[src/afb_pkg.sv]
// Types and constants for the LED frame builder
package afb_pkg;

   typedef enum logic [2:0] {
      FUNC_SET_BRIGHT = 3'd0,
      FUNC_SET_COLOR  = 3'd1,
      FUNC_CLEAR      = 3'd2,
      FUNC_RESET      = 3'd3,
      FUNC_EMIT       = 3'd4
   } func_type;

   typedef enum logic [2:0] {
      ST_IDLE,
      ST_ACK,
      ST_HEAD,
      ST_LED,
      ST_TAIL
   } state_type;

   typedef enum logic [1:0] {
      WSEL_NONE,
      WSEL_START,
      WSEL_LED,
      WSEL_END
   } wsel_type;

   typedef struct packed {
      logic     strobe;
      logic     status;
      wsel_type wsel;
      logic     last;
   } rsp_ctl_type;

   typedef struct packed {
      logic bri;
      logic col;
   } mem_we_type;

   localparam logic       STATUS_OK    = 1'b0;
   localparam logic       STATUS_RANGE = 1'b1;
   localparam logic [2:0] FRAME_HEAD   = 3'b111;
   localparam logic [31:0] START_WORD  = 32'h0000_0000;
   localparam logic [31:0] END_WORD    = 32'hFFFF_FFFF;
   localparam int         BRI_W        = 5;
   localparam int         COL_W        = 24;

endpackage

[src/apa102_frame_builder_top.sv]
// Top level of the LED frame builder: stores, sequencer and word formatter
// Commands are taken one at a time while busy is low. Set brightness, set
// color, clear colors, reset all and unused codes give one result in the
// cycle after start. Emit gives LED_COUNT + 2 results on consecutive cycles,
// starting the cycle after start (start word, one word per LED, end word
// with last); the walk reads one LED entry per cycle through the single read
// port of each store. Results are not held: every strobe cycle carries one
// result that must be taken then. After reset the valid bits make every
// entry read as zero at once; no clearing pass is needed.
module apa102_frame_builder_top import afb_pkg::*; #(
   parameter int LED_COUNT = 12
) (
   input  logic        clock,
   input  logic        reset,
   input  logic        start,
   output logic        busy,
   input  logic [2:0]  req_func,
   input  logic [7:0]  req_led_index,
   input  logic [4:0]  req_brightness,
   input  logic [23:0] req_color,
   output logic        rsp_strobe,
   output logic        rsp_status,
   output logic [31:0] rsp_frame_word,
   output logic        rsp_is_frame_word,
   output logic        rsp_last
);

   localparam int IDX_W = (LED_COUNT > 1) ? $clog2(LED_COUNT) : 1;

   mem_we_type       mem_we;
   logic [IDX_W-1:0] wr_addr;
   logic [IDX_W-1:0] rd_addr;
   logic             bri_ok;
   logic             col_ok;
   rsp_ctl_type      rsp_ctl;
   logic [BRI_W-1:0] bri_rd;
   logic [COL_W-1:0] col_rd;
   logic [BRI_W-1:0] bri_val;
   logic [COL_W-1:0] col_val;

   afb_seq #(.LED_COUNT(LED_COUNT)) u_seq (
      .clock         (clock),
      .reset         (reset),
      .start         (start),
      .busy          (busy),
      .req_func      (req_func),
      .req_led_index (req_led_index),
      .mem_we        (mem_we),
      .wr_addr       (wr_addr),
      .rd_addr       (rd_addr),
      .bri_ok        (bri_ok),
      .col_ok        (col_ok),
      .rsp_ctl       (rsp_ctl)
   );

   afb_ram #(.WIDTH(BRI_W), .DEPTH(LED_COUNT)) u_bri_ram (
      .clock   (clock),
      .wr_en   (mem_we.bri),
      .wr_addr (wr_addr),
      .wr_data (req_brightness),
      .rd_addr (rd_addr),
      .rd_data (bri_rd)
   );

   afb_ram #(.WIDTH(COL_W), .DEPTH(LED_COUNT)) u_col_ram (
      .clock   (clock),
      .wr_en   (mem_we.col),
      .wr_addr (wr_addr),
      .wr_data (req_color),
      .rd_addr (rd_addr),
      .rd_data (col_rd)
   );

   assign bri_val = bri_ok ? bri_rd : '0;
   assign col_val = col_ok ? col_rd : '0;

   always_comb begin
      unique case (rsp_ctl.wsel)
         WSEL_NONE:  rsp_frame_word = '0;
         WSEL_START: rsp_frame_word = START_WORD;
         WSEL_LED:   rsp_frame_word = {FRAME_HEAD, bri_val, col_val[7:0],
                                       col_val[15:8], col_val[23:16]};
         WSEL_END:   rsp_frame_word = END_WORD;
         default:    rsp_frame_word = '0;
      endcase
   end

   assign rsp_strobe        = rsp_ctl.strobe;
   assign rsp_status        = rsp_ctl.status;
   assign rsp_is_frame_word = rsp_ctl.wsel != WSEL_NONE;
   assign rsp_last          = rsp_ctl.last;

endmodule

[src/afb_ram.sv]
// Generic single-port-write, registered-read RAM
module afb_ram #(
   parameter int WIDTH = 8,
   parameter int DEPTH = 16,
   localparam int ADDR_W = (DEPTH > 1) ? $clog2(DEPTH) : 1
) (
   input  logic              clock,
   input  logic              wr_en,
   input  logic [ADDR_W-1:0] wr_addr,
   input  logic [WIDTH-1:0]  wr_data,
   input  logic [ADDR_W-1:0] rd_addr,
   output logic [WIDTH-1:0]  rd_data
);

   logic [WIDTH-1:0] mem_ff [DEPTH];
   logic [WIDTH-1:0] rd_data_ff;

   always_ff @(posedge clock) begin
      if (wr_en) begin
         mem_ff[wr_addr] <= wr_data;
      end
      rd_data_ff <= mem_ff[rd_addr];
   end

   assign rd_data = rd_data_ff;

endmodule

[src/afb_seq.sv]
// Command sequencer: store valid bits, emit walk and response control
module afb_seq import afb_pkg::*; #(
   parameter int LED_COUNT = 12,
   localparam int IDX_W = (LED_COUNT > 1) ? $clog2(LED_COUNT) : 1
) (
   input  logic             clock,
   input  logic             reset,
   input  logic             start,
   output logic             busy,
   input  logic [2:0]       req_func,
   input  logic [7:0]       req_led_index,
   output mem_we_type       mem_we,
   output logic [IDX_W-1:0] wr_addr,
   output logic [IDX_W-1:0] rd_addr,
   output logic             bri_ok,
   output logic             col_ok,
   output rsp_ctl_type      rsp_ctl
);

   state_type            state_ff, state_in;
   logic [IDX_W-1:0]     cnt_ff, cnt_in;
   logic                 status_ff, status_in;
   logic [LED_COUNT-1:0] bri_vld_ff, bri_vld_in;
   logic [LED_COUNT-1:0] col_vld_ff, col_vld_in;
   logic                 bri_ok_ff, col_ok_ff;
   logic                 in_range;
   logic                 cnt_last;

   assign in_range = req_led_index < 8'(LED_COUNT);
   assign wr_addr  = req_led_index[IDX_W-1:0];
   assign cnt_last = cnt_ff == IDX_W'(LED_COUNT - 1);
   assign busy     = state_ff != ST_IDLE;

   always_ff @(posedge clock) begin
      if (reset) begin
         state_ff   <= ST_IDLE;
         bri_vld_ff <= '0;
         col_vld_ff <= '0;
      end else begin
         state_ff   <= state_in;
         bri_vld_ff <= bri_vld_in;
         col_vld_ff <= col_vld_in;
      end
   end

   always_ff @(posedge clock) begin
      cnt_ff    <= cnt_in;
      status_ff <= status_in;
      bri_ok_ff <= bri_vld_ff[rd_addr];
      col_ok_ff <= col_vld_ff[rd_addr];
   end

   assign bri_ok = bri_ok_ff;
   assign col_ok = col_ok_ff;

   always_comb begin
      state_in    = state_ff;
      cnt_in      = cnt_ff;
      status_in   = status_ff;
      bri_vld_in  = bri_vld_ff;
      col_vld_in  = col_vld_ff;
      mem_we      = '0;
      rd_addr     = '0;
      rsp_ctl     = '{strobe: 1'b0, status: STATUS_OK, wsel: WSEL_NONE, last: 1'b0};
      unique case (state_ff)
         ST_IDLE: begin
            if (start) begin
               state_in  = ST_ACK;
               status_in = STATUS_OK;
               unique case (func_type'(req_func))
                  FUNC_SET_BRIGHT: begin
                     if (in_range) begin
                        mem_we.bri          = 1'b1;
                        bri_vld_in[wr_addr] = 1'b1;
                     end else begin
                        status_in = STATUS_RANGE;
                     end
                  end
                  FUNC_SET_COLOR: begin
                     if (in_range) begin
                        mem_we.col          = 1'b1;
                        col_vld_in[wr_addr] = 1'b1;
                     end else begin
                        status_in = STATUS_RANGE;
                     end
                  end
                  FUNC_CLEAR: begin
                     col_vld_in = '0;
                  end
                  FUNC_RESET: begin
                     bri_vld_in = '0;
                     col_vld_in = '0;
                  end
                  FUNC_EMIT: begin
                     state_in = ST_HEAD;
                     cnt_in   = '0;
                  end
                  default: begin
                     state_in = ST_ACK;
                  end
               endcase
            end
         end
         ST_ACK: begin
            rsp_ctl  = '{strobe: 1'b1, status: status_ff, wsel: WSEL_NONE, last: 1'b1};
            state_in = ST_IDLE;
         end
         ST_HEAD: begin
            rsp_ctl  = '{strobe: 1'b1, status: STATUS_OK, wsel: WSEL_START, last: 1'b0};
            rd_addr  = '0;
            state_in = ST_LED;
         end
         ST_LED: begin
            rsp_ctl = '{strobe: 1'b1, status: STATUS_OK, wsel: WSEL_LED, last: 1'b0};
            if (cnt_last) begin
               rd_addr  = '0;
               state_in = ST_TAIL;
            end else begin
               rd_addr = cnt_ff + 1'b1;
               cnt_in  = cnt_ff + 1'b1;
            end
         end
         ST_TAIL: begin
            rsp_ctl  = '{strobe: 1'b1, status: STATUS_OK, wsel: WSEL_END, last: 1'b1};
            state_in = ST_IDLE;
         end
         default: begin
            state_in = ST_IDLE;
         end
      endcase
   end

endmodule

[config.mk]
export PLATFORM = sky130hd
export DESIGN_NAME = apa102_frame_builder_top
export DESIGN_NICKNAME = d
export VERILOG_FILES = /design/src/afb_pkg.sv /design/src/apa102_frame_builder_top.sv /design/src/afb_ram.sv /design/src/afb_seq.sv
export SDC_FILE = /design/constraint.sdc
export NUM_CORES = 1
export LEC_CHECK = 0
export BUFFER_PORTS_ARGS = -buffer_cell sky130_fd_sc_hd__buf_2
export CORE_MARGIN = 1
export CORE_UTILIZATION = 55
export DETAILED_ROUTE_END_ITERATION = 10
export GPL_ROUTABILITY_DRIVEN = 0
export GPL_TIMING_DRIVEN = 0
export HOLD_SLACK_MARGIN = 0.1
export PLACE_DENSITY = 0.76
export RECOVER_POWER = 25
export SLEW_MARGIN = 30
export SYNTH_ARGS = -nofsm -noshare
export SYNTH_HDL_FRONTEND = slang
export SYNTH_HIERARCHICAL = 1
export SYNTH_SLANG_ARGS = --single-unit
export TNS_END_PERCENT = 5
[constraint.sdc]
create_clock -name clock -period 3.6 [get_ports clock]
set_clock_uncertainty 0.15 [all_clocks]
set_input_delay 0 -clock clock [delete_from_list [all_inputs] [get_ports clock]]
set_output_delay 0 -clock clock [all_outputs]
set_load 0.05 [all_outputs]
==> impl_metrics.yaml <==
synthesis:
  synth_seq_cells: 411
  yosys_warnings: 6
  syn-cell-area_sq_um: 16100
  ys_seq_area_share_pct: 72.8
  synth-edff-count: 353
  yosysUniqueCellTypes: 55
  syn_inst: 894
  syn_avg_cell_area_sq_um: 18.1
  async_flop_share_pct: 0
  ys.flop_type: "edfxtp_1"
  synth_nets: 938
floorplan:
  fp.dieW_microns: 173
  rows: 62
  initial_core_util_pct: 56.1
  dieArea_sq_um: 30000
  fp.dieH_microns: 173
  ioPinCount: 80
  core-area_sq_um: 28800
cts:
  root_buffer: "clkbuf_16"
  clk_pin_slew_ps: 60
  cts_buffers: 40
  worstSkewPairLatency_ps: 530
  clock-sinks: 411
  ctsLongestPathBuffers: 3
  cts_tree: "built"
  htreeDepth: 2
  postCtsSetupRepairBufs: 0
sta:
  maxSlewViolCount: 0
  hold_viol_final: 0
  rsz0062_at_grt: "yes"
  tightestPinTransition_ps: 873
  finalSetupViolCount: 0
  max_freq_ghz: 0.287
  fin_crit_sh_pct: 96.7
  min_period_ps: 3480
  hold_ws_ps: 127
  relSlewSlack_pct: 41.4
setup_path:
  r2r_cells: 9
  worstPathArrival_ps: 3330
  cp_max_fo: 10
  path_class: "reg2out"
  crit_required_ps: 3450
  end_kind: "primary output"
  start_kind: "flop"
grt:
  grt_pass1_vias: 9247
  grt_max_degree: 19
  grt_overflow: 0
  antenna_found_initial: 0
  track_usage_pct: 23.7
  grt_pass1_wl_microns: 53100
detailed_routing:
  maxUsedRoutingLayer: "met4"
  final_antenna_net_count: 0
  wl_met2_microns: 17500
  route.vias.total: 9029
  wl_per_cell_microns: 23.4
  dr.pass1.iters: 5
  drc_errors: 0
  via_per_inst: 6.02
  dr_wl_met3_microns: 2540
  routed_wl_microns: 35100
  drtIter0Drc: 728
  met1_length_microns: 14000
finish:
  diodes: 0
  drive_gt1_share_pct: 23.0
  fin_nets: 1128
  post-route-cell-area_sq_um: 19300
  post-route-util_pct: 66.9
  area_growth_pct: 19.3
min_path:
  hold_depth: 3
  hold_path_class: "in2reg"
power_and_ir_drop:
  peakVddDrop_mv: 0.389
  p_per_area_nw_per_um2: 508
  p_leak_nw: 6.33
placement:
  port_buffers: 78
  dpl_cell_area_sq_um: 17400
  dp_hpwl_microns: 22600
job:
  drv_cap: 0
run_status:
  status: "complete, no violations"
==> cells in the final DEF, fill, tap and decap left out, types with 3 or more instances in the layout <==
cell	instances
mux4_2	50
mux2i_1	64
nand2b_1	10
nor3_2	3
nand2_1	13
a21o_1	3
a22oi_1	29
clkbuf_16	40
nand3b_1	5
nor3_4	3
nor2b_1	36
buf_12	4
a21oi_1	47
o221ai_1	29
dlygate4sd3_1	52
dlygate4sd1_1	3
a31oi_1	8
nor2_1	44
buf_4	17
clkbuf_8	7
mux4_1	10
nor2_4	9
edfxtp_1	353
and2_1	3
buf_2	71
buf_16	8
buf_6	11
dfxtp_1	58
inv_1	5
o21a_1	9
clkbuf_1	42
bufinv_16	3
nor3_1	10
mux2_2	4
==> registers in the layout (all words and copies together) (netlist names) <==
signal and count:
u_bri_ram/mem_ff 60, u_seq/bri_vld_ff 12, u_col_ram/mem_ff 288, u_seq/col_ok 1, u_seq/col_vld_ff 12, u_seq/bri_ok 1
u_col_ram/rd_data 24, u_seq/cnt_ff 4, u_bri_ram/rd_data 5, u_seq/state_ff 3, u_seq/status_ff 1
==> area by class of cell <==
class / instances / area, sq um
clock inverter: 13 / 176
multi-input combinational: 424 / 4060
tap: 384 / 480
timing repair buffer: 148 / 1200
inverter: 6 / 22.5
fill: 1853 / 9510
sequential: 411 / 11800
buffer: 53 / 418
clock buffer: 60 / 1150
==> report_power, final <==
part | internal [mW] | total (mW) | leakage, nW | switching [mW]
logic | 0.161 | 0.438 | 2.04 | 0.276
registers | 5.18 | 5.20 | 3.65 | 0.0109
clock network | 2.44 | 4.15 | 0.638 | 1.71
==> worst max-delay path: stages, from the launching register on <==
cell	delay, ps
dfxtp_1	410
clkbuf_1	370
nand3b_1	310
o21ai_0	380
clkbuf_1	650
nor2b_1	350
buf_2	320
==> repair_timing <==
action	CTS	global route
cloned	0	0
setup endpoints to repair	2	11
hold buffers	53	0
hold endpoints to repair	460	0
resized for setup	1	4
==> synth_stat cells (all sizes together) (3+ instances only) <==
cell type / number / share of area, %
buf: 39 / 2.1
nor4: 5 / 0.27
clkbuf: 11 / 0.28
o21a: 9 / 0.42
dlygate4sd1: 3 / 0.16
nand2b: 10 / 0.39
a31oi: 8 / 0.31
mux2: 4 / 0.28
or3b: 3 / 0.16
a22oi: 29 / 1.3
mux4: 60 / 8.6
a21oi: 48 / 1.5
mux2i: 64 / 4.0
inv: 6 / 0.14
nand2: 13 / 0.30
o221ai: 29 / 1.6
a21o: 3 / 0.14
and2: 3 / 0.12
dfxtp: 58 / 7.2
nor3: 16 / 0.63
edfxtp: 353 / 66
nor2: 53 / 1.2
nand3b: 7 / 0.48
nor2b: 36 / 1.4
==> worst paths after layout <==
kind	startpoint	endpoint	slack (ps)
setup / recovery	u_seq/state_ff[1]	rsp_frame_word[22]	120
hold / removal	reset	u_seq/state_ff[1]	130
setup reg to reg	u_seq/state_ff[0]	u_seq/col_vld_ff[0]	180
hold reg to reg	u_seq/col_vld_ff[8]	u_seq/col_vld_ff[8]	310
==> stage by stage <==
| stage | std cells | setup WS [ps] | setup TNS [ps] | power [mW] |
|---|---|---|---|---|
| global route | 1499 | -46.3 | -102 | 10.0 |
| global placement | 1356 | -1910 | -270260 | 5.67 |
| floorplan | 894 | 7.38 | 0 | 5.53 |
| finish | 1499 | 120 | 0 | 9.79 |
| CTS | 1499 | 114 | 0 | 9.83 |
| detailed placement | 1373 | -5.61 | -7.29 | 5.69 |
==> logic make-up (layout without fill, tap and decap cells) <==
group	Yosys count	after routing	share of synthesized area, %
compound gates	137	137	5.76
simple gates	155	155	5.59
buf+inv	59	280	2.73
mux	128	128	12.8
flops	411	411	72.8
xor+xnor	3	3	0.163
fa+ha+maj	1	1	0.0775
==> routing by layer <==
metal,up-vias,track usage (%)
li1,3981,-
met1,4604,31.4
met2,376,40.1
met3,68,3.88
met4,0,8.08
met5,-,0
Note: power is estimated with default switching activity, not from simulation.
